**src/rtl/osd_pkg.sv**
```systemverilog
// ----------------------------------------------------------------------------
// OSD command stream decoder package
// Shared result kinds, register indexes and the result record.
// ----------------------------------------------------------------------------
package osd_pkg;

   localparam int unsigned BYTE_W   = 8;
   localparam int unsigned VALUE_W  = 16;
   localparam int unsigned KIND_W   = 2;
   localparam int unsigned CSR_IDX_W = 2;

   // result kinds, carried on rsp_tuser
   localparam logic [KIND_W-1:0] KIND_DATA = 2'd0;
   localparam logic [KIND_W-1:0] KIND_ADDR = 2'd1;
   localparam logic [KIND_W-1:0] KIND_DONE = 2'd2;

   // configuration register indexes
   localparam logic [CSR_IDX_W-1:0] CSR_EXT_CODE    = 2'd0;
   localparam logic [CSR_IDX_W-1:0] CSR_REPEAT_CODE = 2'd1;
   localparam logic [CSR_IDX_W-1:0] CSR_NEXT_CODE   = 2'd2;
   localparam logic [CSR_IDX_W-1:0] CSR_END_CODE    = 2'd3;

   localparam logic [BYTE_W-1:0] EXT_CODE_RST    = 8'd252;
   localparam logic [BYTE_W-1:0] REPEAT_CODE_RST = 8'd253;
   localparam logic [BYTE_W-1:0] NEXT_CODE_RST   = 8'd254;
   localparam logic [BYTE_W-1:0] END_CODE_RST    = 8'd255;

   // highest legal extended-character index
   localparam logic [BYTE_W-1:0] MAX_EXT_INDEX = 8'd3;

   // result queue
   localparam int unsigned QUEUE_DEPTH = 4;
   localparam int unsigned QPTR_W      = $clog2(QUEUE_DEPTH);
   localparam int unsigned QCNT_W      = $clog2(QUEUE_DEPTH + 1);

   typedef struct packed {
      logic [KIND_W-1:0]  kind;
      logic [VALUE_W-1:0] value;
      logic [BYTE_W-1:0]  count;
      logic               last;
   } result_type;

endpackage

```
**src/rtl/osd_command_stream_decoder.sv**
```systemverilog
// ----------------------------------------------------------------------------
// OSD command stream decoder
// Turns an escape-coded display command stream into data/address port writes.
// ----------------------------------------------------------------------------
// The decoder takes one stream byte per clock while req_tready is high. Each
// accepted request is decoded in the same cycle against the small decode state
// (phase, held address byte, previous byte, pending extended byte) and yields
// zero, one or two results, which are pushed into a four-entry result queue.
// Results leave the queue on the rsp_ side one per cycle while rsp_tready is
// high. req_tready stays high while at most two results are queued, so with a
// listening consumer the sustained rate is one byte per clock; a byte that
// yields two results (an extended byte flushed by the next byte) pushes both
// into the queue at once, and the queue absorbs them. A request with req_tuser
// set restarts the decoder in any phase; its byte is the high byte of the
// start address. The user is to write configuration (escape code values)
// through csr_ only while the block is idle; the block does not enforce this.
module osd_command_stream_decoder (
   input  logic                         clock,
   input  logic                         reset,
   // request channel
   input  logic                         req_tvalid,
   output logic                         req_tready,
   input  logic [7:0]                   req_tdata,   // [7:0] stream_byte
   input  logic                         req_tuser,   // [0] first_of_stream
   // result channel
   output logic                         rsp_tvalid,
   input  logic                         rsp_tready,
   output logic [23:0]                  rsp_tdata,   // [15:0] write_value,
                                                     // [23:16] write_count
   output logic [osd_pkg::KIND_W-1:0]   rsp_tuser,   // [1:0] write_kind
   output logic                         rsp_tlast,   // last_of_run
   // configuration
   input  logic                         csr_we,
   input  logic [osd_pkg::CSR_IDX_W-1:0] csr_index,
   input  logic [7:0]                   csr_wdata
);
   import osd_pkg::*;

   typedef enum logic [3:0] {
      PH_IDLE, PH_ADDR_LO, PH_RUN, PH_EXT_N, PH_EXT_AFTER,
      PH_EXT_COUNT, PH_REP_K, PH_NEXT_HI, PH_NEXT_LO
   } phase_type;

   // escape codes
   logic [BYTE_W-1:0] ext_code_ff, repeat_code_ff, next_code_ff, end_code_ff;

   // decode state
   phase_type         phase_ff, phase_in;
   logic [BYTE_W-1:0] held_hi_ff, held_hi_in;
   logic [BYTE_W-1:0] prev_ff, prev_in;
   logic [BYTE_W-1:0] pend_ff, pend_in;

   // result queue
   result_type        queue_ff [QUEUE_DEPTH];
   logic [QPTR_W-1:0] wr_ptr_ff, rd_ptr_ff;
   logic [QCNT_W-1:0] count_ff, count_in;

   logic              accept, pop;
   logic [BYTE_W-1:0] b;

   // running-phase decode of the current byte
   phase_type         run_phase;
   logic              run_emit;
   logic              run_prev_wr;
   result_type        run_res;

   // results of this request
   logic              r0_v, r1_v;
   result_type        r0, r1;

   assign accept = req_tvalid && req_tready;
   assign pop    = rsp_tvalid && rsp_tready;
   assign b      = req_tdata;

   // room for two results
   assign req_tready = (count_ff <= QCNT_W'(QUEUE_DEPTH - 2));

   // escape tests in priority order: ext, repeat, next, end
   always_comb begin
      run_phase   = PH_RUN;
      run_emit    = 1'b0;
      run_prev_wr = 1'b1;
      run_res     = '{kind: KIND_DATA, value: VALUE_W'(b), count: 8'd1, last: 1'b0};
      if (b == ext_code_ff) begin
         run_phase = PH_EXT_N;
      end else if (b == repeat_code_ff) begin
         run_phase   = PH_REP_K;
         run_prev_wr = 1'b0;   // the repeat code itself is not recorded
      end else if (b == next_code_ff) begin
         run_phase = PH_NEXT_HI;
      end else if (b == end_code_ff) begin
         run_phase = PH_IDLE;
         run_emit  = 1'b1;
         run_res   = '{kind: KIND_DONE, value: '0, count: '0, last: 1'b0};
      end else begin
         run_emit = 1'b1;
      end
   end

   always_comb begin
      phase_in   = phase_ff;
      held_hi_in = held_hi_ff;
      prev_in    = prev_ff;
      pend_in    = pend_ff;
      r0_v       = 1'b0;
      r1_v       = 1'b0;
      r0         = '{kind: KIND_DATA, value: VALUE_W'(pend_ff), count: 8'd1, last: 1'b0};
      r1         = run_res;
      if (req_tuser) begin
         held_hi_in = b;
         prev_in    = b;
         phase_in   = PH_ADDR_LO;
      end else begin
         case (phase_ff)
            PH_ADDR_LO: begin
               prev_in  = b;
               phase_in = PH_RUN;
               r0_v     = 1'b1;
               r0       = '{kind: KIND_ADDR, value: {held_hi_ff, b}, count: '0, last: 1'b0};
            end
            PH_RUN: begin
               phase_in = run_phase;
               if (run_prev_wr) prev_in = b;
               r0_v = run_emit;
               r0   = run_res;
            end
            PH_EXT_N: begin
               prev_in = b;
               if (b > MAX_EXT_INDEX) begin
                  phase_in = PH_IDLE;
                  r0_v     = 1'b1;
                  r0       = '{kind: KIND_DONE, value: '0, count: '0, last: 1'b0};
               end else begin
                  pend_in  = ext_code_ff + b;   // wraps modulo 256
                  phase_in = PH_EXT_AFTER;
               end
            end
            PH_EXT_AFTER: begin
               if (b == repeat_code_ff) begin
                  prev_in  = b;
                  phase_in = PH_EXT_COUNT;
               end else begin
                  // flush the pending byte once, then decode b as a run byte
                  r0_v     = 1'b1;
                  phase_in = run_phase;
                  if (run_prev_wr) prev_in = b;
                  r1_v = run_emit;
               end
            end
            PH_EXT_COUNT: begin
               prev_in  = b;
               phase_in = PH_RUN;
               r0_v     = (b != '0);
               r0.count = b;
            end
            PH_REP_K: begin
               phase_in = PH_RUN;
               r0_v     = (b > 8'd1);
               r0       = '{kind: KIND_DATA, value: VALUE_W'(prev_ff),
                            count: b - 8'd1, last: 1'b0};
               prev_in  = b;
            end
            PH_NEXT_HI: begin
               held_hi_in = b;
               prev_in    = b;
               phase_in   = PH_NEXT_LO;
            end
            PH_NEXT_LO: begin
               prev_in = b;
               r0_v    = 1'b1;
               if (b == end_code_ff) begin
                  phase_in = PH_IDLE;
                  r0       = '{kind: KIND_DONE, value: '0, count: '0, last: 1'b0};
               end else begin
                  phase_in = PH_RUN;
                  r0       = '{kind: KIND_ADDR, value: {held_hi_ff, b}, count: '0, last: 1'b0};
               end
            end
            default: begin
               phase_in = PH_IDLE;
            end
         endcase
      end
      r0.last = !r1_v;
      r1.last = 1'b1;
   end

   always_comb begin
      count_in = count_ff;
      if (accept) count_in = count_in + QCNT_W'(r0_v) + QCNT_W'(r1_v);
      if (pop)    count_in = count_in - QCNT_W'(1);
   end

   always_ff @(posedge clock) begin
      if (reset) begin
         ext_code_ff    <= EXT_CODE_RST;
         repeat_code_ff <= REPEAT_CODE_RST;
         next_code_ff   <= NEXT_CODE_RST;
         end_code_ff    <= END_CODE_RST;
         phase_ff       <= PH_IDLE;
         held_hi_ff     <= '0;
         prev_ff        <= '0;
         pend_ff        <= '0;
         wr_ptr_ff      <= '0;
         rd_ptr_ff      <= '0;
         count_ff       <= '0;
      end else begin
         if (csr_we) begin
            case (csr_index)
               CSR_EXT_CODE:    ext_code_ff    <= csr_wdata;
               CSR_REPEAT_CODE: repeat_code_ff <= csr_wdata;
               CSR_NEXT_CODE:   next_code_ff   <= csr_wdata;
               CSR_END_CODE:    end_code_ff    <= csr_wdata;
               default:         ;
            endcase
         end
         if (accept) begin
            phase_ff   <= phase_in;
            held_hi_ff <= held_hi_in;
            prev_ff    <= prev_in;
            pend_ff    <= pend_in;
            wr_ptr_ff  <= wr_ptr_ff + QPTR_W'(r0_v) + QPTR_W'(r1_v);
         end
         if (pop) rd_ptr_ff <= rd_ptr_ff + QPTR_W'(1);
         count_ff <= count_in;
      end
   end

   // queue payload, no reset
   always_ff @(posedge clock) begin
      if (accept && r0_v) queue_ff[wr_ptr_ff] <= r0;
      if (accept && r1_v) queue_ff[wr_ptr_ff + QPTR_W'(1)] <= r1;
   end

   assign rsp_tvalid = (count_ff != '0);
   assign rsp_tdata  = {queue_ff[rd_ptr_ff].count, queue_ff[rd_ptr_ff].value};
   assign rsp_tuser  = queue_ff[rd_ptr_ff].kind;
   assign rsp_tlast  = queue_ff[rd_ptr_ff].last;

endmodule

```
**config.mk**
```make
export PLATFORM = sky130hd
export DESIGN_NAME = osd_command_stream_decoder
export DESIGN_NICKNAME = d
export VERILOG_FILES = /design/src/rtl/osd_pkg.sv /design/src/rtl/osd_command_stream_decoder.sv
export SDC_FILE = /design/constraint.sdc
export NUM_CORES = 1
export LEC_CHECK = 0
export BUFFER_PORTS_ARGS = -buffer_cell sky130_fd_sc_hd__buf_2
export CAP_MARGIN = 10
export CORE_ASPECT_RATIO = 0.9
export CORE_MARGIN = 2
export CORE_UTILIZATION = 50
export CTS_CLUSTER_DIAMETER = 30
export DETAILED_ROUTE_END_ITERATION = 12
export GPL_TIMING_DRIVEN = 0
export PLACE_DENSITY = 0.68
export SYNTH_ARGS = -nofsm -noshare
export SYNTH_HDL_FRONTEND = slang
export SYNTH_SLANG_ARGS = --single-unit
export TNS_END_PERCENT = 5
```
**constraint.sdc**
```tcl
create_clock -name clock -period 4.3 [get_ports clock]
set_input_delay 0.86 -clock clock [delete_from_list [all_inputs] [get_ports clock]]
set_output_delay 0.86 -clock clock [all_outputs]
set_load 0.01 [all_outputs]
```
* Word level (Yosys, flattened, before mapping)
Memory sizes are Yosys's and may differ from the RTL's. A register that Yosys moved wholly into a read port is not among the register bits. Cells that the tools add are included.
Word-level totals: memory bits (writable) 108, output and inout bits 29, memories 1, logic and storage cells 104, register bits after elaboration 67, input bits 24
Memory list:
- queue_ff | depth 4, width 27, rd ports 1, clocked after Yosys merged registers in 1, write ports 2, RTL line osd_command_stream_decoder.sv:54 | result_type queue_ff [QUEUE_DEPTH];
Cells by class: bitwise operators 2, equal/unequal tests 15, order comparisons 3, muxes and demuxes 43, add/sub/neg operators 9, reduce and logical (&&, ||, !) cells 20
Operators with widths (count):
- 27-bit two-way mux | 7
- 18-bit case mux with 5 select lines | 1
- 8-bit case mux with 6 select lines | 1
- 8-bit two-way mux | 5
- 8-bit == test | 4
- 4-bit case mux with 6 select lines | 1
- 8-bit case mux with 3 select lines | 1
- 3-bit two-way mux | 6
- 4-bit by 3-bit == test with 1-bit output (second input constant) | 4
- 1-bit two-way mux | 14
- 2-bit AND reduction | 6
- 8-bit adder | 1
- 4-bit by 2-bit == test with 1-bit output (second input constant) | 2
- 8-bit by 1-bit > comparator with 1-bit output (second input constant) | 1
- 8-bit by 2-bit > comparator with 1-bit output (second input constant) | 1
- 4-bit two-way mux | 2
- 8-bit nonzero test | 1
- 8-bit by 1-bit subtractor with 8-bit output (second input constant) | 1
- 3-bit by 1-bit adder with 3-bit output | 2
- 2-bit two-way mux | 3
- 1-bit case mux with 6 select lines | 1
- 6-bit OR reduction | 1
- 2-bit by 1-bit adder with 2-bit output | 2
- 2-bit by 1-bit adder with 2-bit output (second input constant) | 2
- other kinds (17) | 22

* Logic depth before layout (Yosys ltp)
Gate-level depths: netlist of the first run.
depth after elaboration 11, mapped depth 15, mapped depth without buffers 13

* Least setup slack after synthesis of the first run
Ideal clock, no wire load.
path type input to register, start point input req_tdata[7], end point register count_ff[1], stages on the path 13, slack 0.516 ns, setup time 0.086 ns, data required time 4.214 ns, data arrival time 3.698 ns, path buffers 2, cells stage by stage buf_6 > or4_1 > nor2_1 > a21oi_1 > a211o_1 > buf_2 > o21a_1 > fa_1 > ha_1 > mux2i_1 > ha_1 > and3_1 > a211oi_1
On the way: longest elaborated chain between the ends 11, elaborated cells on any way between the ends 21, classes of those cells add/sub: 3; order compare: 2; eq/ne: 3; mux: 12; reduce/logical: 1
Ends and longest elaborated chain:
- from (decl) | RTL line osd_command_stream_decoder.sv:23 | input logic [7:0] req_tdata,
- parallel branches: the longest is 7 deep, another holds 8-bit by 2-bit > comparator with 1-bit output
- 3-bit by 1-bit adder with 3-bit output * | RTL line osd_command_stream_decoder.sv:190 | if (accept) count_in = count_in + QCNT_W'(r0_v) + QCNT_W'(r1_v);
- 3-bit two-way mux * | RTL line osd_command_stream_decoder.sv:190
- 3-bit by 1-bit subtractor with 3-bit output | RTL line osd_command_stream_decoder.sv:191 | if (pop) count_in = count_in - QCNT_W'(1);
- 3-bit two-way mux * | RTL line osd_command_stream_decoder.sv:191
- to (signal assigned) | RTL line osd_command_stream_decoder.sv:225 | count_ff <= count_in;
- to (decl) | RTL line osd_command_stream_decoder.sv:56 | logic [QCNT_W-1:0] count_ff, count_in;
Every way passes the cells marked *. A chain may end at the register's enable or synchronous reset.

==> results of run 1 <==
## critical path, cell delays in order, from the launching register on
cell and delay, ns:
dfxtp_1 0.37, clkbuf_1 0.67, clkbuf_1 0.52, clkbuf_1 0.57, mux4_2 0.42, buf_2 0.16
## Yosys cell counts (all sizes together), types with 2 or more instances
cell type  instances
dfxtp            137
nand2            103
o21ai             80
nand3             71
nor2              67
edfxtp            40
a21oi             36
buf               33
o2bb2ai           33
clkbuf            30
mux4              27
nand3b            25
xnor2             22
mux2i             15
inv               14
nand2b            14
xor2              14
ha                12
nor3              11
a22oi              9
nor2b              9
o211ai             9
o22ai              8
a211o              7
or3                7
o21a               6
a21o               5
and2               5
nor4               5
and3               4
nand4              4
or4                4
a211oi             3
fa                 3
o21bai             3
or2                3
a2111oi            2
a221oi             2
and3b              2
o32a               2
o41ai              2
## per-stage QoR
step	area, um2	hold WS [ns]
floorplan	8696	0.4331
global placement	9245	0.4453
detailed placement	9245	0.4506
CTS	9843	0.4602
global route	9843	0.4731
finish	9843	0.4602
## routing by layer
layer | wire length [um] | global-route usage
met1 | 10590 | 0.3719
met3 | 1626 | 0.04582
met2 | 10710 | 0.4112
met5 | 0 | 0
met4 | 429 | 0.09027
## sequential cells by signal (all words and copies together), names as in the netlist, named ones only
name and cells:
count_ff 3, end_code_ff 8, ext_code_ff 8, held_hi_ff 8, next_code_ff 8, pend_ff 8
phase_ff 4, prev_ff 8, queue_ff 108, rd_ptr_ff 2, repeat_code_ff 8, wr_ptr_ff 2
## area by class of cell
type                       instances  area (um2)  area share
sequential                       177        3944      0.4007
multi-input combinational        641        4389      0.4459
inverter                          14       52.55    0.005339
timing repair buffer              51       255.2     0.02593
clock buffer                      21       470.5     0.04779
tap                              235       294.0     0.02987
clock inverter                    11       127.6     0.01297
buffer                            63       310.3     0.03152
## power groups by stage
| stage | logic (mW) | registers, mW | clock network [mW] |
|---|---|---|---|
| 6_report | 0.821 | 1.81 | 1.56 |
| 5_1_grt | 0.908 | 1.82 | 1.64 |
| 4_1_cts | 0.820 | 1.81 | 1.58 |
| 3_5_place_dp | 0.816 | 1.85 | 0 |
| 3_3_place_gp | 0.809 | 1.84 | 0 |
| 2_1_floorplan | 0.595 | 1.83 | 0 |
## path summary, 6_finish.rpt
| check | end | cells past startpoint | slack (ns) |
|---|---|---|---|
| worst min register to register | queue_ff[1][23] | 2 | 0.46 |
| worst max-delay path | rsp_tuser[0] | 5 | 0.29 |
| worst min-delay path | queue_ff[1][23] | 2 | 0.46 |
| worst max register to register | count_ff[1] | 10 | 0.78 |
## logic make-up after synthesis
kind of cell / share of synthesized area
flip-flops: 0.4535
XOR/XNOR: 0.03626
AND/OR/NAND/NOR: 0.1932
buffers and inverters: 0.04173
adder cells (fa/ha/maj): 0.02417
AO/OA/AOI/OAI: 0.1639
multiplexers: 0.08719
## cell usage in the layout, fill, tap and decap left out, drive strengths merged, types with 7 or more instances in the layout
master   count
nor3        11
or3          7
nand2b      14
nor2        67
dfxtp      137
ha          12
inv         16
o22ai        8
mux2i       15
o2bb2ai     33
buf         84
edfxtp      40
mux4        27
xnor2       22
clkbuf      51
nor2b        9
nand2      103
nand3b      25
a21oi       36
a22oi        9
o211ai       9
nand3       71
a211o        7
xor2        14
o21ai       80
==> results.toml, run 1 <==
[run_status]
status = "finished, final reports clean"

[worst_setup_path]
cp_max_fo = 10
crit_arrival_ns = 3.15
timing_worst_setup_path_type = "reg -> out"
reg2reg_from = "phase_ff[3]"
endpoint_kind = "primary output"
crit_required_ns = 3.44
start_kind = "register"

[timing]
drv_slew = 0
period_needed_ns = 4.011
tns_ns = 0
slew_headroom = 0.2825
max_slew.worst_pin.slew_ns = 1.076
skew_ns = 0.01220
fin_ws_ns = 0.2887
rsz0062_at_grt = "false"
min_period_over_period = 0.9329
hold_violations = 0
fmax_ghz = 0.2493
finalSetupViolCount = 0

[min_path]
worstHoldStart = "queue_ff[1][23]"
min_path_type = "reg -> reg"

[grt]
antenna_found_initial = 0
overflow = 0
grt_usage = 0.2631
grt_pass1_wl_um = 37030
grt_max_degree = 17
grt_pass1_vias = 6725

[logic_synthesis]
synthTopCellsByArea = "dfxtp_1 32%, edfxtp_1 14%, mux4_2 7.0%, nand2_1 4.4%, o21ai_0 3.7%"
ys_seq_area_frac = 0.4535
synth_nets = 934
syn_inst = 895
synth_edf_count = 40
synth_top_area_share = 0.3154
ys_ff_latch = 177
syn-cell-area_mm2 = 0.008696
synth_cell_types = 61
yosys.area.top_type = "dfxtp_1"
avgSynthCellArea_um2 = 9.716
async_flop_share = 0
yosys_warnings = 0
synth_ff_type = "dfxtp_1"

[placement]
io_buffers = 51
dp_hpwl_um = 16590
place_ws_ns = -0.08106
gp_congestion = 0.9543
post-place-cells = 1181

[cells_and_area]
postLayoutCoreUtil = 0.5808
fillers = 1489
syn2layout_area_growth_pct = 13.19
fin_cells = 1213
layout-drive-gt1-share = 0.1656
nNetsFinal = 1004
antenna_cells = 0

[power_and_ir_drop]
p_leak_nw = 3.574
clkPwrFrac = 0.372
p_sw_frac = 0.2791
p_int_mw = 3.022
power_mw = 4.192
p_comb_frac = 0.196
sequentialPowerShare = 0.432
p_sw_mw = 1.170
ir_worst_vdd_mv = 0.3238
p_per_area_mw_per_mm2 = 425.9

[clock_network]
clock_latency_ns = 0.44
post_cts_resized = 0
cts_tree = "done"
cts_sinks = 177
path_clk_slew_ns = 0.07
cts_buffers = 17
clk_path_buf_depth = 2
ctsHoldBuffers = 0
cts_setup_buffers = 0
root_buffer = "clkbuf_16"
cts_max_level = 4

[floorplan]
core_mm2 = 0.01695
die_h_um = 129.1
initial_core_util = 0.5131
die_w_um = 143.0
row_count = 45
io_pins = 53
die_area_mm2 = 0.01846

[detailed_routing]
via_per_inst = 5.862
totalWireLength_um = 23360
wire_per_inst_um = 19.26
drc = 0
drt_first_pass_iters = 6
drtIter0Drc = 641
vias = 7110
ant_nets = 0

[run]
max_cap_violations = 0
Note: power is estimated with default switching activity, not from simulation.
==> run 2, diff against run 1 <==
--- a/config.mk
+++ b/config.mk
@@ -5,6 +5,7 @@
 export SDC_FILE = /design/constraint.sdc
 export NUM_CORES = 1
 export LEC_CHECK = 0
+export ABC_AREA = 1
 export BUFFER_PORTS_ARGS = -buffer_cell sky130_fd_sc_hd__buf_2
 export CAP_MARGIN = 10
 export CORE_ASPECT_RATIO = 0.9
@@ -13,7 +14,7 @@
 export CTS_CLUSTER_DIAMETER = 30
 export DETAILED_ROUTE_END_ITERATION = 12
 export GPL_TIMING_DRIVEN = 0
-export PLACE_DENSITY = 0.68
+export PLACE_DENSITY = 0.67
 export SYNTH_ARGS = -nofsm -noshare
 export SYNTH_HDL_FRONTEND = slang
 export SYNTH_SLANG_ARGS = --single-unit
==> run 2 against run 1 <==
Effect of this change:
- via count grew 28%
- critical path type is now in -> reg
- die area grew 6.8%
- utilization shrank 1.1 points
- largest cell class unchanged
- cell area grew 6.3%
- routed wire length grew 24%
- sequential share of layout area shrank 2.4 points
- synthesized cell count grew 47%
- setup slack gained 0.65 ns
- first-iteration DRC count grew 50%
==> results.toml, run 2 <==
[clock_network]
root_buffer = "clkbuf_16"
clk_path_buf_depth = 2
ctsHoldBuffers = 0
cts_sinks = 177
cts_setup_buffers = 0
clock_latency_ns = 0.45
post_cts_resized = 0
cts_buffers = 17
cts_tree = "done"
cts_max_level = 4
path_clk_slew_ns = 0.07

[timing]
finalSetupViolCount = 0
period_needed_ns = 3.363
min_period_over_period = 0.7820
max_slew.worst_pin.slew_ns = 1.069
rsz0062_at_grt = "false"
tns_ns = 0
hold_violations = 0
slew_headroom = 0.2819
skew_ns = 0.009762
drv_slew = 0
fmax_ghz = 0.2974

[logic_synthesis]
synthTopCellsByCount = "375 x nand2_1, 145 x nor2_1, 137 x dfxtp_1, 111 x inv_1, 101 x nand3_1"
synth_top_area_share = 0.2946
post-synth-top-count-cell = "nand2_1"
synth_cell_types = 40
syn_inst = 1319
syn-cell-area_mm2 = 0.009309
synthTopCellsByArea = "dfxtp_1 29%, nand2_1 15%, edfxtp_1 13%, nor2_1 5.8%, nand3_1 5.4%"
yosys_warnings = 0
synth_edf_count = 40
ys_seq_area_frac = 0.4237
yosys.area.top_type = "dfxtp_1"
synth_nets = 1358
avgSynthCellArea_um2 = 7.058
async_flop_share = 0
ys_ff_latch = 177
synth_ff_type = "dfxtp_1"

[grt]
overflow = 0
grt_pass1_vias = 8474
grt_usage = 0.3001
antenna_found_initial = 0
grt_max_degree = 17
grt_pass1_wl_um = 46010

[worst_setup_path]
timing_worst_setup_path_type = "in -> reg"
endpoint_kind = "register"
crit_required_ns = 4.68
crit_arrival_ns = 3.74
ff2ff_setup_slack_ns = 1.28
crit_start = "req_tdata[1]"
cp_max_fo = 10
reg2regPathDepth = 14
reg2reg_to = "count_ff[1]"
start_kind = "input pin"
reg2reg_from = "ext_code_ff[5]"

[detailed_routing]
via_per_inst = 5.539
drc = 0
ant_nets = 0
wire_per_inst_um = 17.52
drt_first_pass_iters = 8
drtIter0Drc = 963
vias = 9122
totalWireLength_um = 28860

[min_path]
holdPathStages = 2
worstHoldStart = "queue_ff[1][0]"
min_path_type = "reg -> reg"
hold_path_end = "queue_ff[1][0]"

[power_and_ir_drop]
ir_worst_vdd_mv = 0.3207
p_leak_nw = 4.995
power_mw = 4.851
p_per_area_mw_per_mm2 = 463.8

[run]
max_cap_violations = 0

[cells_and_area]
syn2layout_area_growth_pct = 12.37
largest-register = "queue_ff"
nNetsFinal = 1428
final_common_cell = "nand2_1"
layout-drive-gt1-share = 0.1127
largest_reg_flops = 108
mostFrequentLayoutCells = "375 x nand2_1, 145 x nor2_1, 137 x dfxtp_1"
antenna_cells = 0

[placement]
dp_hpwl_um = 20350
io_buffers = 51
gp_congestion = 0.9588

[floorplan]
core_mm2 = 0.01835
io_pins = 53
die_h_um = 133.4
initial_core_util = 0.5074
row_count = 47
die_w_um = 147.8
die_area_mm2 = 0.01973

[run_status]
status = "finished, final reports clean"
==> run 2: changes by cell type after synthesis, sizes merged, moves of 9 or more <==
cell,delta
nand2b,-14
nor2,+90
inv,+109
a21oi,+62
xnor2,-11
nand3b,-23
mux2i,-14
o21ai,+13
nand3,+34
o22ai,+24
nand2,+276
mux4,-27
nor2b,-9
o2bb2ai,-33
==> run 2: worst max path at each step <==
stage                        endpoint  slack [ns]  depth (start not counted)
after CTS                 count_ff[1]        0.98                         18
after global routing      count_ff[1]        0.79                         17
after detailed placement  count_ff[1]        0.53                         18
after floorplan           count_ff[1]        1.11                         14
final                     count_ff[1]        0.94                         18
after global placement    count_ff[1]        0.57                         17
==> run 2: worst max-delay path: stages <==
cell,delay [ns]
buf_2,0.11
buf_4,0.19
inv_2,0.24
ha_1,0.22
nand2_1,0.06
nor2_1,0.13
nor2_1,0.06
nor2_1,0.14
nand2_1,0.08
nor2_2,0.13
a21oi_1,0.15
fa_1,0.41
ha_1,0.27
mux2i_1,0.18
ha_1,0.26
nand2_1,0.06
nand2_1,0.05
a21oi_1,0.13
==> run 2: area by class of cell <==
class | count | area [um2]
Clock inverter | 13 | 125.1
Inverter | 127 | 476.7
Clock buffer | 19 | 464.2
Sequential cell | 177 | 3944
Timing Repair Buffer | 51 | 255.2
Buffer | 65 | 327.8
Multi-Input combinational cell | 950 | 4561
Fill cell | 1804 | 7888
Tap cell | 245 | 306.5
==> run 2: where the power goes <==
group	switching [mW]	internal [mW]	total, mW
sequential	0.0841	1.87	1.95
clock	0.715	0.857	1.57
combinational	0.891	0.436	1.33
total	1.69	3.16	4.85
==> run 2: metrics by stage <==
step	utilization	hold slack [ns]	area (um2)	setup slack (ns)	instances
after CTS	0.5701	0.4667	10460	0.9844	1647
after floorplan	-	0.4329	9309	1.111	1319
final	0.5701	0.4628	10460	0.9374	1647
after global placement	0.5380	0.4465	9871	0.5684	1615
after detailed placement	0.5380	0.4541	9871	0.5313	1615
after global routing	0.5701	0.4829	10460	0.7872	1647
==> run 2: cells by family (layout without fill, tap and decap cells) <==
kind of cell	Yosys count	after routing	share of synthesized area
flip-flops	177	177	0.4237
AND/OR/NAND/NOR	664	664	0.2989
buffers and inverters	192	275	0.08642
AO/OA/AOI/OAI	252	252	0.1496
adder cells (fa/ha/maj)	15	15	0.02258
multiplexers	1	1	0.001075
XOR/XNOR	18	18	0.01774
==> run 2: routing by layer <==
| metal | up-vias | part of all wire | global-route usage |
|---|---|---|---|
| li1 | 4448 | - | - |
| met1 | 4205 | 0.45 | 0.4263 |
| met2 | 423 | 0.43 | 0.4599 |
| met3 | 46 | 0.099 | 0.07500 |
| met4 | 0 | 0.017 | 0.07725 |
| met5 | - | 0 | 0 |
==> run 3, diff against run 2 <==
--- a/config.mk
+++ b/config.mk
@@ -14,7 +14,7 @@
 export CTS_CLUSTER_DIAMETER = 30
 export DETAILED_ROUTE_END_ITERATION = 12
 export GPL_TIMING_DRIVEN = 0
-export PLACE_DENSITY = 0.67
+export PLACE_DENSITY = 0.7
 export SYNTH_ARGS = -nofsm -noshare
 export SYNTH_HDL_FRONTEND = slang
 export SYNTH_SLANG_ARGS = --single-unit
==> constraint.sdc (replaced) <==
create_clock -name clock -period 2.85 [get_ports clock]
set_input_delay 0.57 -clock clock [delete_from_list [all_inputs] [get_ports clock]]
set_output_delay 0.57 -clock clock [all_outputs]
set_load 0.01 [all_outputs]
==> run 3 against run 2 <==
Effect of this change:
- first-iteration DRC count down 6.6%
- die area did not move
- sequential share of layout area fell by 0.84 points
- via count down 0.16%
- setup slack got worse by 0.86 ns
- cell area up 2.3%
- worst hold slack lost 0.066 ns
- critical path depth shrank 13
- utilization rose by 1.3 points
==> results.toml, run 3 (same netlist as run 2, synthesis figures left out) <==
[timing]
hold_violations = 0
fmax_ghz = 0.3601
fin_ws_ns = 0.07294
slew_headroom = 0.3825
drv_slew = 0
skew_ns = 0.01019
tns_ns = 0
max_slew.worst_pin.slew_ns = 0.9191
finalSetupViolCount = 0
rsz0062_at_grt = "true"
min_period_over_period = 0.9744
holdWs_ns = 0.3964
period_needed_ns = 2.777

[power_and_ir_drop]
p_int_mw = 4.887
p_sw_mw = 2.568
p_leak_nw = 5.044
power_mw = 7.455
p_per_area_mw_per_mm2 = 696.5
sequentialPowerShare = 0.396
ir_worst_vdd_mv = 0.5020
clkPwrFrac = 0.326
p_sw_frac = 0.3445
p_comb_frac = 0.278

[grt]
grt_max_degree = 17
antenna_found_initial = 0
grt_pass1_wl_um = 44870
grt_pass1_vias = 8417
grt_usage = 0.2909
overflow = 0

[cells_and_area]
layout-drive-gt1-share = 0.1356
largest-register = "queue_ff"
nNetsFinal = 1435
syn2layout_area_growth_pct = 14.97
largest_reg_flops = 108
final_common_cell = "nand2_1"
antenna_cells = 0
postLayoutCoreUtil = 0.5833
mostFrequentLayoutCells = "374 x nand2_1, 140 x nor2_1, 136 x dfxtp_1"
fin_area_mm2 = 0.01070
fin_cells = 1654

[clock_network]
cts_max_level = 4
cts_tree = "done"
root_buffer = "clkbuf_16"
clock_latency_ns = 0.44
path_clk_slew_ns = 0.07
clk_path_buf_depth = 2
cts_sinks = 177
cts_buffers = 17

[floorplan]
initial_core_util = 0.5074
die_w_um = 147.8
die_area_mm2 = 0.01973
io_pins = 53
row_count = 47
die_h_um = 133.4
core_mm2 = 0.01835

[detailed_routing]
drc = 0
via_per_inst = 5.506
totalWireLength_um = 28350
ant_nets = 0
vias = 9107
drtIter0Drc = 899
wire_per_inst_um = 17.14
drt_first_pass_iters = 5

[min_path]
min_path_type = "in -> reg"
worstHoldStart = "csr_wdata[7]"
hold_path_end = "end_code_ff[7]"
holdPathStages = 3

[run]
max_cap_violations = 0

[placement]
dp_hpwl_um = 20240
place_ws_ns = -0.5564
post-place-cells = 1615
io_buffers = 51
gp_congestion = 0.9199
placed_area_mm2 = 0.009891

[worst_setup_path]
cp_max_fo = 10
reg2reg_from = "phase_ff[0]"
start_kind = "register"
critPathMostFrequentCell = "a21oi_1"
endpoint_kind = "primary output"
crit_chain = "clkbuf_1, clkbuf_2, a21oi_1, a21oi_1, buf_2"
reg2regPathDepth = 15
cp_slowest_cell = "dfxtp_1"
reg2reg_to = "count_ff[1]"
ff2ff_setup_slack_ns = 0.11
timing_worst_setup_path_type = "reg -> out"
crit_required_ns = 2.28
slowest_delay_ns = 0.48
crit_arrival_ns = 2.21

[run_status]
status = "finished, final reports clean"
-- run 3: changes by cell type in the layout (fill, tap and decap cells not counted), sizes merged --
cell	previous run	this run
bufinv	1	2
clkinv	10	7
clkbuf	49	50
clkinvlp	1	2
inv	128	129
buf	86	92
-- run 3: routing by layer --
metal,up-vias,wire length (um),track usage,share of wire
met5,-,0,0,0
met4,0,459,0.08889,0.016
li1,4478,-,-,-
met1,4173,12810,0.4236,0.45
met3,38,2526,0.05103,0.089
met2,418,12560,0.4429,0.44
-- run 3: cell type report --
cell class                 count  area [um2]
inverter                     127       496.7
tap                          245       306.5
clock inverter                13       145.1
multi-input combinational    950        4691
sequential                   177        3945
fill                        1787        7645
buffer                        65       357.8
timing repair buffer          58       307.8
clock buffer                  19       452.9
-- run 3: how the worst max path moves through the flow --
stage	end	slack, ns	depth (start not counted)
CTS	count_ff[1]	-0.008	14
global route	count_ff[1]	-0.07	19
global placement	count_ff[1]	-0.57	17
detailed placement	count_ff[1]	-0.56	17
finish	rsp_tuser[0]	0.07	5
floorplan	count_ff[1]	0.003	14
-- run 3: what timing repair did --
item / CTS / global route
setup buffers: 1 / 6
hold buffers: 0 / 0
setup endpoints to repair: 5 / 22
resized for setup: 7 / 33
pin swaps: 1 / 5
-- run 3: worst max-delay path, delay by kind of cell (launching register included) --
family,cells,cell delay [ns]
buf+inv,3,0.93
compound gates,2,0.34
flops,1,0.48
-- run 3: power groups by stage --
stage / logic (mW) / registers (mW) / clock network [mW]
6_report: 2.07 / 2.96 / 2.43
5_1_grt: 2.30 / 2.98 / 2.53
4_1_cts: 1.99 / 2.94 / 2.43
3_5_place_dp: 1.96 / 3.00 / 0
3_3_place_gp: 1.94 / 2.99 / 0
2_1_floorplan: 1.33 / 2.96 / 0
